===== src/rtl/core/uniform_sample_chi_square_moment_test_top_macros.svh =====
// assertion macros for the uniformity test block
`ifndef UNIFORM_SAMPLE_CHI_SQUARE_MOMENT_TEST_TOP_MACROS_SVH
`define UNIFORM_SAMPLE_CHI_SQUARE_MOMENT_TEST_TOP_MACROS_SVH
// implication checked at every clock edge outside reset
`define USC_ASSERT(label, pre, post, msg) \
  label: assert property (@(posedge clk_i) disable iff (!rst_ni) (pre) |-> (post)) \
    else $error(msg);
// implication checked on the clock after the antecedent
`define USC_ASSERT_NEXT(label, pre, post, msg) \
  label: assert property (@(posedge clk_i) disable iff (!rst_ni) (pre) |=> (post)) \
    else $error(msg);
`endif


===== src/rtl/core/usc_pkg.sv =====
// shared types and constants of the uniformity test block
package usc_pkg;
  localparam int Bins = 10;
  localparam int Moments = 5;
  localparam int MaxSamples = 65536;
  localparam int BinW = $clog2(Bins);
  localparam int MomW = (Moments > 1) ? $clog2(Moments) : 1;
  localparam int Entries = Bins + Moments;
  localparam int AddrW = $clog2(Entries);
  localparam logic [0:0] CfgCritical = 1'b0;
  localparam logic [0:0] CfgThreshold = 1'b1;

  // expected moment 65536/(k+1) for k = 1..8, lowest order in the low bits
  localparam logic [8*16-1:0] ExpMoments = {
    16'(65536 / 9), 16'(65536 / 8), 16'(65536 / 7), 16'(65536 / 6),
    16'(65536 / 5), 16'(65536 / 4), 16'(65536 / 3), 16'(65536 / 2)
  };

  typedef enum logic [2:0] {
    StIdle, StClear, StSq, StDiv, StMom, StEmit, StWipe
  } state_e;

  typedef struct packed {
    logic        we;
    logic [AddrW-1:0] waddr;
    logic [31:0] wdata;
    logic [AddrW-1:0] raddr;
  } mem_req_t;

  // expected moment 65536/(k+1), k = index+1
  function automatic logic [15:0] expect_moment(input logic [MomW-1:0] idx);
    return ExpMoments[16*idx +: 16];
  endfunction
endpackage


===== src/rtl/core/uniform_sample_chi_square_moment_test_top.sv =====
// top level of the chi-squared uniformity and moments test
//  channel  | signals                          | direction
//  sample   | sample_valid_i/ready_o, 2 fields | in
//  result   | result_valid_o/ready_i, 10 fields| out
//  config   | cfg_we_i, cfg_index_i, cfg_data_i| in
// a sample is accepted, then a read and a write for the bin and for each
// power, formed one multiply per power; past MaxSamples it is not counted.
// a last sample then runs squares over the bins (the last starts the chi
// division), the 48 chi division steps and per moment a read, then 48
// division steps, then each result word is read and offered, and a wipe pass
// over all Entries words. after reset a wipe pass over all Entries words runs
// before the first sample. a stalled result holds the sequencer.
module uniform_sample_chi_square_moment_test_top import usc_pkg::*; (
  input  logic        clk_i,
  input  logic        rst_ni,
  input  logic        sample_valid_i,
  output logic        sample_ready_o,
  input  logic [15:0] sample_i,
  input  logic        last_sample_i,
  output logic        result_valid_o,
  input  logic        result_ready_i,
  output logic        item_kind_o,
  output logic [5:0]  item_index_o,
  output logic [16:0] bin_count_o,
  output logic [15:0] moment_value_o,
  output logic [15:0] moment_difference_o,
  output logic        moment_pass_o,
  output logic [31:0] chi_squared_o,
  output logic        frequency_pass_o,
  output logic        all_moments_pass_o,
  output logic        last_result_o,
  input  logic        cfg_we_i,
  input  logic [0:0]  cfg_index_i,
  input  logic [31:0] cfg_data_i
);
  `include "uniform_sample_chi_square_moment_test_top_macros.svh"

  state_e state_q, state_d;
  logic [31:0] crit_q;
  logic [15:0] thr_q;
  logic [16:0] total_q, total_d;
  logic [15:0] r_q, r_d;
  logic        last_q, last_d;
  logic [15:0] pow_q, pow_d;
  logic [3:0]  step_q, step_d;
  logic [AddrW-1:0] ptr_q, ptr_d;
  logic [39:0] sq_q, sq_d;
  logic [31:0] chi_q, chi_d;
  logic [15:0] mval_q [Moments];
  logic [Moments-1:0] mpass;
  logic        mset;
  logic        div_start, div_done;
  logic [47:0] div_num, div_quo;
  logic        rd_wait_q, rd_wait_d;
  logic [31:0] rdata;
  logic [31:0] prod;
  logic [47:0] nn;
  logic        phase_q, phase_d;
  mem_req_t    req;
  logic [15:0] binv;

  // configuration registers
  always_ff @(posedge clk_i or negedge rst_ni) begin
    if (!rst_ni) begin
      crit_q <= 32'd4331; thr_q <= 16'd655;
    end else if (cfg_we_i) begin
      if (cfg_index_i == CfgCritical) crit_q <= cfg_data_i;
      else thr_q <= cfg_data_i[15:0];
    end
  end

  usc_store u_store (.clk_i, .req_i(req), .rdata_o(rdata));
  usc_divider u_div (.clk_i, .rst_ni, .start_i(div_start), .num_i(div_num),
                     .den_i(total_q), .done_o(div_done), .quo_o(div_quo));

  assign binv = 16'((32'(r_q) * 32'(Bins)) >> 16);
  assign prod = 32'(pow_q) * 32'(r_q);
  assign nn   = 48'(total_q) * 48'(total_q);

  // sequencer
  always_comb begin
    state_d = state_q; total_d = total_q; r_d = r_q; last_d = last_q;
    pow_d = pow_q; step_d = step_q; ptr_d = ptr_q; sq_d = sq_q; chi_d = chi_q;
    rd_wait_d = 1'b0; phase_d = phase_q;
    req = '0; div_start = 1'b0; div_num = '0; mset = 1'b0;
    sample_ready_o = 1'b0; result_valid_o = 1'b0;
    case (state_q)
      StIdle: begin
        sample_ready_o = 1'b1;
        if (sample_valid_i) begin
          r_d = sample_i; last_d = last_sample_i; pow_d = sample_i;
          step_d = '0; phase_d = 1'b0;
          if (total_q < 17'(MaxSamples)) begin
            state_d = StClear; total_d = total_q + 17'd1;
          end else begin
            state_d = StSq; ptr_d = '0; sq_d = '0;
            if (!last_sample_i) state_d = StIdle;
          end
        end
      end
      // read-modify-write: phase 0 issues read, phase 1 writes back
      StClear: begin
        if (step_q == 4'd0) req.raddr = (binv >= 16'(Bins)) ?
                                       AddrW'(Bins - 1) : AddrW'(binv);
        else req.raddr = AddrW'(Bins) + AddrW'(step_q - 4'd1);
        if (!phase_q) phase_d = 1'b1;
        else begin
          phase_d = 1'b0;
          req.we = 1'b1; req.waddr = req.raddr;
          if (step_q == 4'd0) req.wdata = {15'd0, rdata[16:0] + 17'd1};
          else begin
            req.wdata = rdata + 32'(pow_q);
            pow_d = prod[31:16];
          end
          step_d = step_q + 4'd1;
          if (step_q == 4'(Moments)) begin
            state_d = last_q ? StSq : StIdle; ptr_d = '0; sq_d = '0;
            rd_wait_d = 1'b0;
          end
        end
      end
      // sum of squared counts, read pipelined one ahead
      StSq: begin
        req.raddr = ptr_q;
        rd_wait_d = 1'b1;
        if (rd_wait_q) sq_d = sq_q + 40'(rdata[16:0]) * 40'(rdata[16:0]);
        if (ptr_q == AddrW'(Bins)) begin
          state_d = StDiv; step_d = '0;
          div_start = 1'b1;
          div_num = (48'(sq_d) * 48'(Bins) > nn) ? 48'({(48'(sq_d) * 48'(Bins) - nn), 8'd0}) : '0;
        end else ptr_d = ptr_q + AddrW'(1);
      end
      // chi then moments through the shared divider
      StDiv: begin
        req.raddr = AddrW'(Bins) + AddrW'(step_q);
        if (div_done) begin
          if (step_q == 4'd0 && !phase_q) begin
            chi_d = (total_q == 0) ? 32'd0 :
                    (div_quo[47:32] != 0) ? 32'hFFFF_FFFF : div_quo[31:0];
            phase_d = 1'b1; state_d = StMom;
          end else begin
            mset = 1'b1;
            step_d = step_q + 4'd1;
            state_d = (step_q == 4'(Moments - 1)) ? StEmit : StMom;
            ptr_d = '0;
          end
        end
      end
      StMom: begin
        req.raddr = AddrW'(Bins) + AddrW'(step_q);
        rd_wait_d = 1'b1;
        if (rd_wait_q) begin
          div_start = 1'b1; div_num = 48'(rdata); state_d = StDiv;
        end
      end
      StEmit: begin
        req.raddr = ptr_q;
        rd_wait_d = 1'b1;
        result_valid_o = rd_wait_q;
        if (rd_wait_q && result_ready_i) begin
          rd_wait_d = 1'b0;
          if (ptr_q == AddrW'(Entries - 1)) begin
            state_d = StWipe; ptr_d = '0;
          end else ptr_d = ptr_q + AddrW'(1);
        end
      end
      StWipe: begin
        req.we = 1'b1; req.waddr = ptr_q;
        total_d = '0;
        ptr_d = ptr_q + AddrW'(1);
        if (ptr_q == AddrW'(Entries - 1)) state_d = StIdle;
      end
      default: state_d = StIdle;
    endcase
  end

  always_ff @(posedge clk_i or negedge rst_ni) begin
    if (!rst_ni) begin
      state_q <= StWipe; ptr_q <= '0; total_q <= '0; rd_wait_q <= 1'b0;
      phase_q <= 1'b0; step_q <= '0;
    end else begin
      state_q <= state_d; ptr_q <= ptr_d; total_q <= total_d;
      rd_wait_q <= rd_wait_d; phase_q <= phase_d; step_q <= step_d;
    end
  end
  always_ff @(posedge clk_i) begin
    r_q <= r_d; last_q <= last_d; pow_q <= pow_d; sq_q <= sq_d; chi_q <= chi_d;
    if (mset) begin
      mval_q[step_q[MomW-1:0]] <= (total_q == 0) ? 16'd0 : div_quo[15:0];
    end
  end

  // moment pass flags, formed while emitting is not needed: computed per index
  always_comb begin
    for (int i = 0; i < Moments; i++) begin
      logic [15:0] e, d;
      e = expect_moment(MomW'(i));
      d = (e > mval_q[i]) ? e - mval_q[i] : mval_q[i] - e;
      mpass[i] = d < thr_q;
    end
  end

  // result word fields
  always_comb begin
    item_kind_o = ptr_q >= AddrW'(Bins);
    item_index_o = item_kind_o ? 6'(ptr_q - AddrW'(Bins)) : 6'(ptr_q);
    bin_count_o = item_kind_o ? 17'd0 : rdata[16:0];
    moment_value_o = item_kind_o ? mval_q[item_index_o[MomW-1:0]] : 16'd0;
    moment_difference_o = '0;
    moment_pass_o = 1'b0;
    if (item_kind_o) begin
      moment_difference_o = (expect_moment(item_index_o[MomW-1:0]) > moment_value_o) ?
        expect_moment(item_index_o[MomW-1:0]) - moment_value_o :
        moment_value_o - expect_moment(item_index_o[MomW-1:0]);
      moment_pass_o = mpass[item_index_o[MomW-1:0]];
    end
    chi_squared_o = chi_q;
    frequency_pass_o = chi_q < crit_q;
    all_moments_pass_o = &mpass;
    last_result_o = ptr_q == AddrW'(Entries - 1);
  end

  `USC_ASSERT(a_no_overlap, result_valid_o, !sample_ready_o, "result while taking samples")
  `USC_ASSERT_NEXT(a_hold, result_valid_o && !result_ready_i, result_valid_o, "result dropped")
  `USC_ASSERT(a_cap, 1'b1, total_q <= 17'(MaxSamples), "sample count overflow")
endmodule


===== src/rtl/core/usc_divider.sv =====
// restoring divider, one quotient bit per cycle
module usc_divider import usc_pkg::*; (
  input  logic        clk_i,
  input  logic        rst_ni,
  input  logic        start_i,
  input  logic [47:0] num_i,
  input  logic [16:0] den_i,
  output logic        done_o,
  output logic [47:0] quo_o
);
  logic [47:0] quo_q, quo_d;
  logic [17:0] rem_q, rem_d;
  logic [5:0]  cnt_q, cnt_d;
  logic        busy_q, busy_d;
  logic [17:0] trial;

  // one shift-subtract step
  always_comb begin
    trial = {rem_q[16:0], quo_q[47]};
    quo_d = quo_q; rem_d = rem_q; cnt_d = cnt_q; busy_d = busy_q;
    done_o = 1'b0;
    if (start_i) begin
      quo_d = num_i; rem_d = '0; cnt_d = 6'd48; busy_d = 1'b1;
    end else if (busy_q) begin
      quo_d = {quo_q[46:0], 1'b0};
      rem_d = trial;
      if (trial >= {1'b0, den_i}) begin
        rem_d = trial - {1'b0, den_i};
        quo_d[0] = 1'b1;
      end
      cnt_d = cnt_q - 6'd1;
      if (cnt_q == 6'd1) begin
        busy_d = 1'b0; done_o = 1'b1;
      end
    end
  end

  always_ff @(posedge clk_i or negedge rst_ni) begin
    if (!rst_ni) begin
      busy_q <= 1'b0; cnt_q <= '0;
    end else begin
      busy_q <= busy_d; cnt_q <= cnt_d;
    end
  end
  always_ff @(posedge clk_i) begin
    quo_q <= quo_d; rem_q <= rem_d;
  end
  assign quo_o = {quo_d[47:1], quo_d[0]};
endmodule


===== src/rtl/core/usc_store.sv =====
// accumulator memory: bin counts then power sums, one read one write port
module usc_store import usc_pkg::*; (
  input  logic        clk_i,
  input  mem_req_t    req_i,
  output logic [31:0] rdata_o
);
  logic [31:0] mem_q [Entries];
  always_ff @(posedge clk_i) begin
    if (req_i.we) mem_q[req_i.waddr] <= req_i.wdata;
    rdata_o <= mem_q[req_i.raddr];
  end
endmodule


===== config.mk =====
export PLATFORM = sky130hd
export DESIGN_NAME = uniform_sample_chi_square_moment_test_top
export DESIGN_NICKNAME = d
export VERILOG_FILES = /design/src/rtl/core/usc_pkg.sv /design/src/rtl/core/uniform_sample_chi_square_moment_test_top.sv /design/src/rtl/core/usc_divider.sv /design/src/rtl/core/usc_store.sv
export VERILOG_INCLUDE_DIRS = /design/src /design/src/rtl/core
export SDC_FILE = /design/constraint.sdc
export NUM_CORES = 2
export LEC_CHECK = 0
export BUFFER_PORTS_ARGS = -buffer_cell sky130_fd_sc_hd__buf_2
export CORE_ASPECT_RATIO = 1.4
export CORE_MARGIN = 4
export CORE_UTILIZATION = 44
export CTS_CLUSTER_DIAMETER = 60
export DETAILED_ROUTE_END_ITERATION = 8
export HOLD_SLACK_MARGIN = 0.03
export PLACE_DENSITY = 0.64
export SLEW_MARGIN = 25
export SYNTH_ARGS = -nofsm -noshare
export SYNTH_HDL_FRONTEND = slang
export SYNTH_SLANG_ARGS = --single-unit

===== constraint.sdc =====
create_clock -name clk_i -period 13.2 [get_ports clk_i]
set_input_delay 3.96 -clock clk_i [delete_from_list [all_inputs] [get_ports clk_i]]
set_output_delay 3.96 -clock clk_i [all_outputs]
set_load 0.01 [all_outputs]

* After elaboration in Yosys (flattened, before gate mapping) *
Memories as Yosys holds them, arrays and structs flattened. A register that Yosys moved wholly into a read port is not among the register bits.
Index checks and enable logic that the tools add are counted.

operators by class
  order comparisons = 18
  bitwise operators = 1
  eq/ne operators = 26
  reductions and logical operators = 29
  multiply operators = 5
  multiplexer cells = 102
  shift-type cells = 1
  add/subtract/negate cells = 25

operator list
  cell                       number
  $mux 40                    6
  $mux 16                    12
  $mux 48                    4
  $mux 32                    4
  $shiftx 128x8->16 const A  1
  $pmux 40 s3                1
  $pmux 48 s2                1
  $lt 16x16->1               5
  $mul 17x17->34             2
  $mux 17                    4
  $mux 4                     16
  $gt 44x34->1               1
  $mul 40x3->43 const B      1
  $add 40x34->40             1
  $sub 40x34->40             1
  $mux 37                    1
  $add 17x1->17 const B      2
  $pmux 17 s2                1
  $add 32x16->32             1
  $gt 14x16->1 const A       2
  $gt 15x16->1 const A       2
  $lt 32x32->1               1
  $mul 16x16->32             1
  $pmux 16 s2                1
  other kinds (57)           135

word-level totals
  memories kept = 2
  input port bits = 55
  register bits = 255
  output and inout port bits = 94
  bits in writable memories = 560
  logic and storage cells = 226

memories
  memory         depth  width  rd ports  clocked after memory_dff  write ports  line                                             text
  u_store.mem_q  15     32     1         1                         1            usc_store.sv:7                                   logic [31:0] mem_q [Entries];
  mval_q         5      16     6         0                         1            uniform_sample_chi_square_moment_test_top.sv:49  logic [15:0] mval_q [Moments];

* Logic depth before layout (Yosys ltp) *
  depth in word-level cells = 12
  gate-level depth with buffers = 52

* Cells and area by module *
From an unflattened synthesis, not the netlist that was laid out.

unflattened totals
  cells, all modules = 7101
  area, all modules = 74584.0 um^2

by module, submodules not included
  module                                     instances  area an instance (um^2)  cells each  seq. area each (um^2)
  uniform_sample_chi_square_moment_test_top  1          51590.7                  5737        8967.4
  usc_store                                  1          18885.6                  886         15054.4
  usc_divider                                1          4107.7                   478         1476.4

* Worst setup path before layout *
OpenSTA, ideal clock, no wires.

  path type = reg-to-reg
  start = register u_store.rdata_o[2], read port of u_store.mem_q
  end = register chi_q[11] (netlist: chi_squared_o[11]) (data pin)
  required time = 12.946 ns
  arrival time = 10.545 ns
  path buffers = 3
  cell stages (with the launch flop) = 51
  slack = 2.400 ns
  cell sequence = dfxtp_1 > clkbuf_1 > buf_1 > and2_1 > fa_1 > inv_1 > fa_1 > fa_1 > inv_1 > fa_1 > fa_1 > inv_1 > fa_1 > inv_1 > ha_1 > a21o_1 > a21o_1 > a31o_2 > [15 not listed] > nand2b_1 > a21oi_1 > xnor2_1 > ha_1 > nand2_1 > nor2_1 > and3_1 > and2_1 > o211a_1 > a2111oi_1 > xor2_1 > nand3_1 > nor4b_1 > nand4b_1 > nor4bb_1 > a211o_1 > buf_6 > a21bo_1

between the ends
  word-level cells in the longest chain between the ends = 12

ends and longest elaborated chain
  what                                                   line                                              text
  start: declaration                                     usc_store.sv:5                                    output logic [31:0] rdata_o
  $mul 17x17->34 (*)                                     uniform_sample_chi_square_moment_test_top.sv:126  if (rd_wait_q) sq_d = sq_q + 40'(rdata[16:0]) * 40'(rdata[16:0]);
  $add 40x34->40 (*)                                     uniform_sample_chi_square_moment_test_top.sv:126
  $mux 40 (*)                                            uniform_sample_chi_square_moment_test_top.sv:126
  $mux 40 (*)                                            uniform_sample_chi_square_moment_test_top.sv:87   case (state_q)
  $mul 40x3->43 (*)                                      uniform_sample_chi_square_moment_test_top.sv:130  div_num = (48'(sq_d) * 48'(Bins) > nn) ? 48'({(48'(sq_d) * 48'(Bins) - nn), 8'd0}) : '0;
  $sub 40x34->40 / $gt 44x34->1 (equally long branches)  uniform_sample_chi_square_moment_test_top.sv:130
  $mux 48 (*)                                            uniform_sample_chi_square_moment_test_top.sv:130
  $mux 48 (*)                                            uniform_sample_chi_square_moment_test_top.sv:127  if (ptr_q == AddrW'(Bins)) begin
  $pmux 48 s2 (*)                                        uniform_sample_chi_square_moment_test_top.sv:87
  $mux 48 (*)                                            usc_divider.sv:22                                 if (start_i) begin
  $reduce_bool 16->1                                     uniform_sample_chi_square_moment_test_top.sv:139  (div_quo[47:32] != 0) ? 32'hFFFF_FFFF : div_quo[31:0];
  $mux 32 (*)                                            uniform_sample_chi_square_moment_test_top.sv:139
  end signal: assignment                                 uniform_sample_chi_square_moment_test_top.sv:187  r_q <= r_d; last_q <= last_d; pow_q <= pow_d; sq_q <= sq_d; chi_q <= chi_d;
  end: declaration                                       uniform_sample_chi_square_moment_test_top.sv:48   logic [31:0] chi_q, chi_d;

Every way passes the cells marked *; elsewhere a longest branch is shown, timed or not. The select of a mux whose other input is x is not followed.
A chain may end at the register's enable or synchronous reset.

* Final worst setup path *
  start = register u_store.rdata_o[10], read port of u_store.mem_q
  end = memory mval_q[0][8] (data pin)

between the ends
  word-level cells in the longest chain between the ends = 11

ends and longest elaborated chain
  what              line                                              text
  $mul 17x17->34    uniform_sample_chi_square_moment_test_top.sv:126
  $add 40x34->40    uniform_sample_chi_square_moment_test_top.sv:126
  $mux 40           uniform_sample_chi_square_moment_test_top.sv:126
  $mux 40           uniform_sample_chi_square_moment_test_top.sv:87
  $mul 40x3->43     -
  $gt 44x34->1      uniform_sample_chi_square_moment_test_top.sv:130
  $mux 48           uniform_sample_chi_square_moment_test_top.sv:130
  $mux 48           uniform_sample_chi_square_moment_test_top.sv:127
  $pmux 48 s2       uniform_sample_chi_square_moment_test_top.sv:87
  $mux 48           usc_divider.sv:22
  net div_quo[8]    uniform_sample_chi_square_moment_test_top.sv:53   logic [47:0] div_num, div_quo;
  $mux 16           uniform_sample_chi_square_moment_test_top.sv:189  mval_q[step_q[MomW-1:0]] <= (total_q == 0) ? 16'd0 : div_quo[15:0];
  end: declaration  uniform_sample_chi_square_moment_test_top.sv:49

The timed path passes the listed nets, and every way through them passes these cells. The select of a mux whose other input is x is not followed.

==> out/qor.txt <==
die area - 177000 um2
placed cell count - 9433
Sink Count - 895
fmax - 0.0810 GHz
largest net degree at the start of global routing - 82
CTS root buf - clkbuf_16
Buf/Inv on CP - 7
fraction of registers with async set/reset - 9.50%
synthesized flop and latch total - 895
core area - 169000 um2
final wirelength - 213000 um
Post-CTS Hold Buffers - 0
Final Util - 48.2%
synthesized cell area - 74800 um2
CTS buffer count - 84
via/cell ratio - 5.58
Skew-Pair Late Insertion Delay - 0.71 ns
die width - 357 um
Pre-antenna DRT Iters - 6
Final #Nets - 8597
WL per Instance - 22.2 um
Residual DRC - 0
CTS tree - yes
initial DRC count - 3514
CTS max path bufs - 3
Final min period - 12.34 ns
RSZ-0062 raised after global routing - no
I/O Buffers - 148
Synth Instances - 7220
dominant synthesized flop cell - edfxtp_1
commonest cells after routing, fill and taps aside - inv_1 (1006), nand2_1 (731), edfxtp_1 (713), ha_1 (660), fa_1 (613)
synthesized area per cell - 10.4 um2
Max Slew Vio Count - 0
slowest CP cell - dfxtp_1
number of synthesized flops with an enable pin - 713
remaining global-route overflow - 0
worst rel slew slack - 30.9%
post-CTS setup buffer count - 0
max_cap viols - 0
Ys Warns - 0
number of vias in the routed layout - 53600
syn nets - 8548
CP most frequent cell - fa_1
Min-Delay Path Class - flop to flop
worst-margin pin slew - 1.04 ns
setup total negative slack - 0 ns
Tcrit/Tclk final - 93.5%
initial antenna violation count - 5
layout cells sized above 1 - 9.22%
# fillers - 15400
critical-path maximum fanout - 25
worst path required time - 13.62 ns
Finished Layout Cells - 9597
Die H - 496 um
Hold Fails Final Rpt - 0
Worst setup SP type - flop
most common cell after layout, fill and taps aside - inv_1
hpwl dp - 159000 um
largest stage delay on the critical path - 0.66 ns
starting density of the core - 44.4%
crit end category - flop
cell row count - 178
# H-tree levels - 3
vias in the first global route - 56000
Distinct cells, synth - 100
# IOs - 149
GRT Util Overall - 24.0%
Final GP Congestion - 0.940
first-pass GRT wire length - 325000 um
family with the most delay on the worst path - adder cells
status - completed
register area share after synthesis - 34.1%
CP Class - flop to flop
area grow syn2layout - 8.58%
hold_ws - 0.501 ns
Layout Skew - 0.0393 ns
critical path arrival - 12.76 ns
Antenna Nets Post-Route - 0
CTS clock-pin slew for the worst setup and hold paths - 0.07 ns
final setup vio count - 0
[through the flow]
stage	area (um2)	worst slack [ns]
after floorplan	74800	2.40
after global routing	81200	0.0293
final	81200	0.860
after global placement	78300	1.03
after CTS	81200	0.805
after detailed placement	78300	0.815
[worst min-delay path: stages (launching register included)]
cell and delay, ns:
dfxtp_1 0.33, nand3b_1 0.07, o21ai_0 0.07
[layer usage]
layer,part of all wire (%),up-vias,GRT usage (%)
met3,4.4,469,2.65
li1,-,24600,-
met5,0,-,0
met4,5.9,0,12.7
met2,51,1433,43.3
met1,38,27000,28.1
[kinds of logic after synthesis]
family          share of synthesized area, %
simple gates                            11.0
fa+ha+maj                               27.4
buf+inv                                 6.72
flops                                   34.1
xor+xnor                                3.49
compound gates                          10.6
mux                                     6.68
[state kept, by name, indices dropped and copies added, names as in the netlist]
register,cells
u_store.mem_q,480
mval_q,128
u_div.quo_q,48
sq_q,40
chi_squared_o,32
crit_q,32
u_store.rdata_o,32
total_q,17
u_div.rem_q,17
pow_q,16
r_q,16
thr_q,16
u_div.cnt_q,6
ptr_q,4
step_q,4
state_q,3
last_q,1
phase_q,1
rd_wait_q,1
u_div.busy_q,1
[layout make-up]
cell class	instances	area, um2	share of cell area (%)
inverters	1018	3820	4.70
well taps	2250	2820	3.47
repair buffers	267	1650	2.03
diodes	6	15.0	0.0185
flip-flops and latches	895	25500	31.4
clock buffers	102	2240	2.76
multi-input cells	5003	44500	54.8
clock inverters	56	672	0.827
[worst paths after layout]
| path | from | end | slack (ns) | cells after the start |
|---|---|---|---|---|
| worst max-delay path | u_store.rdata_o[10] | mval_q[0][8] | 0.86 | 43 |
| worst min-delay path | u_div.rem_q[16] | u_div.rem_q[16] | 0.50 | 2 |
| worst max register to register | u_store.rdata_o[10] | mval_q[0][8] | 0.86 | 43 |
| worst min register to register | u_div.rem_q[16] | u_div.rem_q[16] | 0.50 | 2 |
| max in group asynchronous | rst_ni | rd_wait_q | 8.78 | 2 |
| min in group asynchronous | rst_ni | crit_q[4] | 3.25 | 1 |
[synth_stat cells, types with 70 or more instances]
master | number | share of area, %
a21o_1 | 144 | 1.4
a21oi_1 | 257 | 1.7
and2_1 | 216 | 1.8
clkbuf_1 | 252 | 1.3
dfrtp_1 | 70 | 2.3
dfxtp_1 | 97 | 2.6
edfxtp_1 | 713 | 29
fa_1 | 613 | 16
ha_1 | 660 | 11
inv_1 | 1006 | 5.0
mux2_2 | 112 | 1.7
mux2i_1 | 311 | 4.2
nand2_1 | 731 | 3.7
nand3_1 | 87 | 0.58
nor2_1 | 388 | 1.9
o21ai_0 | 310 | 2.1
xnor2_1 | 190 | 2.2
xor2_1 | 108 | 1.3
[timing repair]
action                                  CTS  global route
gates resized for setup                   0             2
endpoints found under the setup margin    0            72
endpoints found under the hold margin     0             0
Power is left out: the tool's default activity adds up to more than one toggle a clock period on the data nets, which glitch-free logic cannot reach.
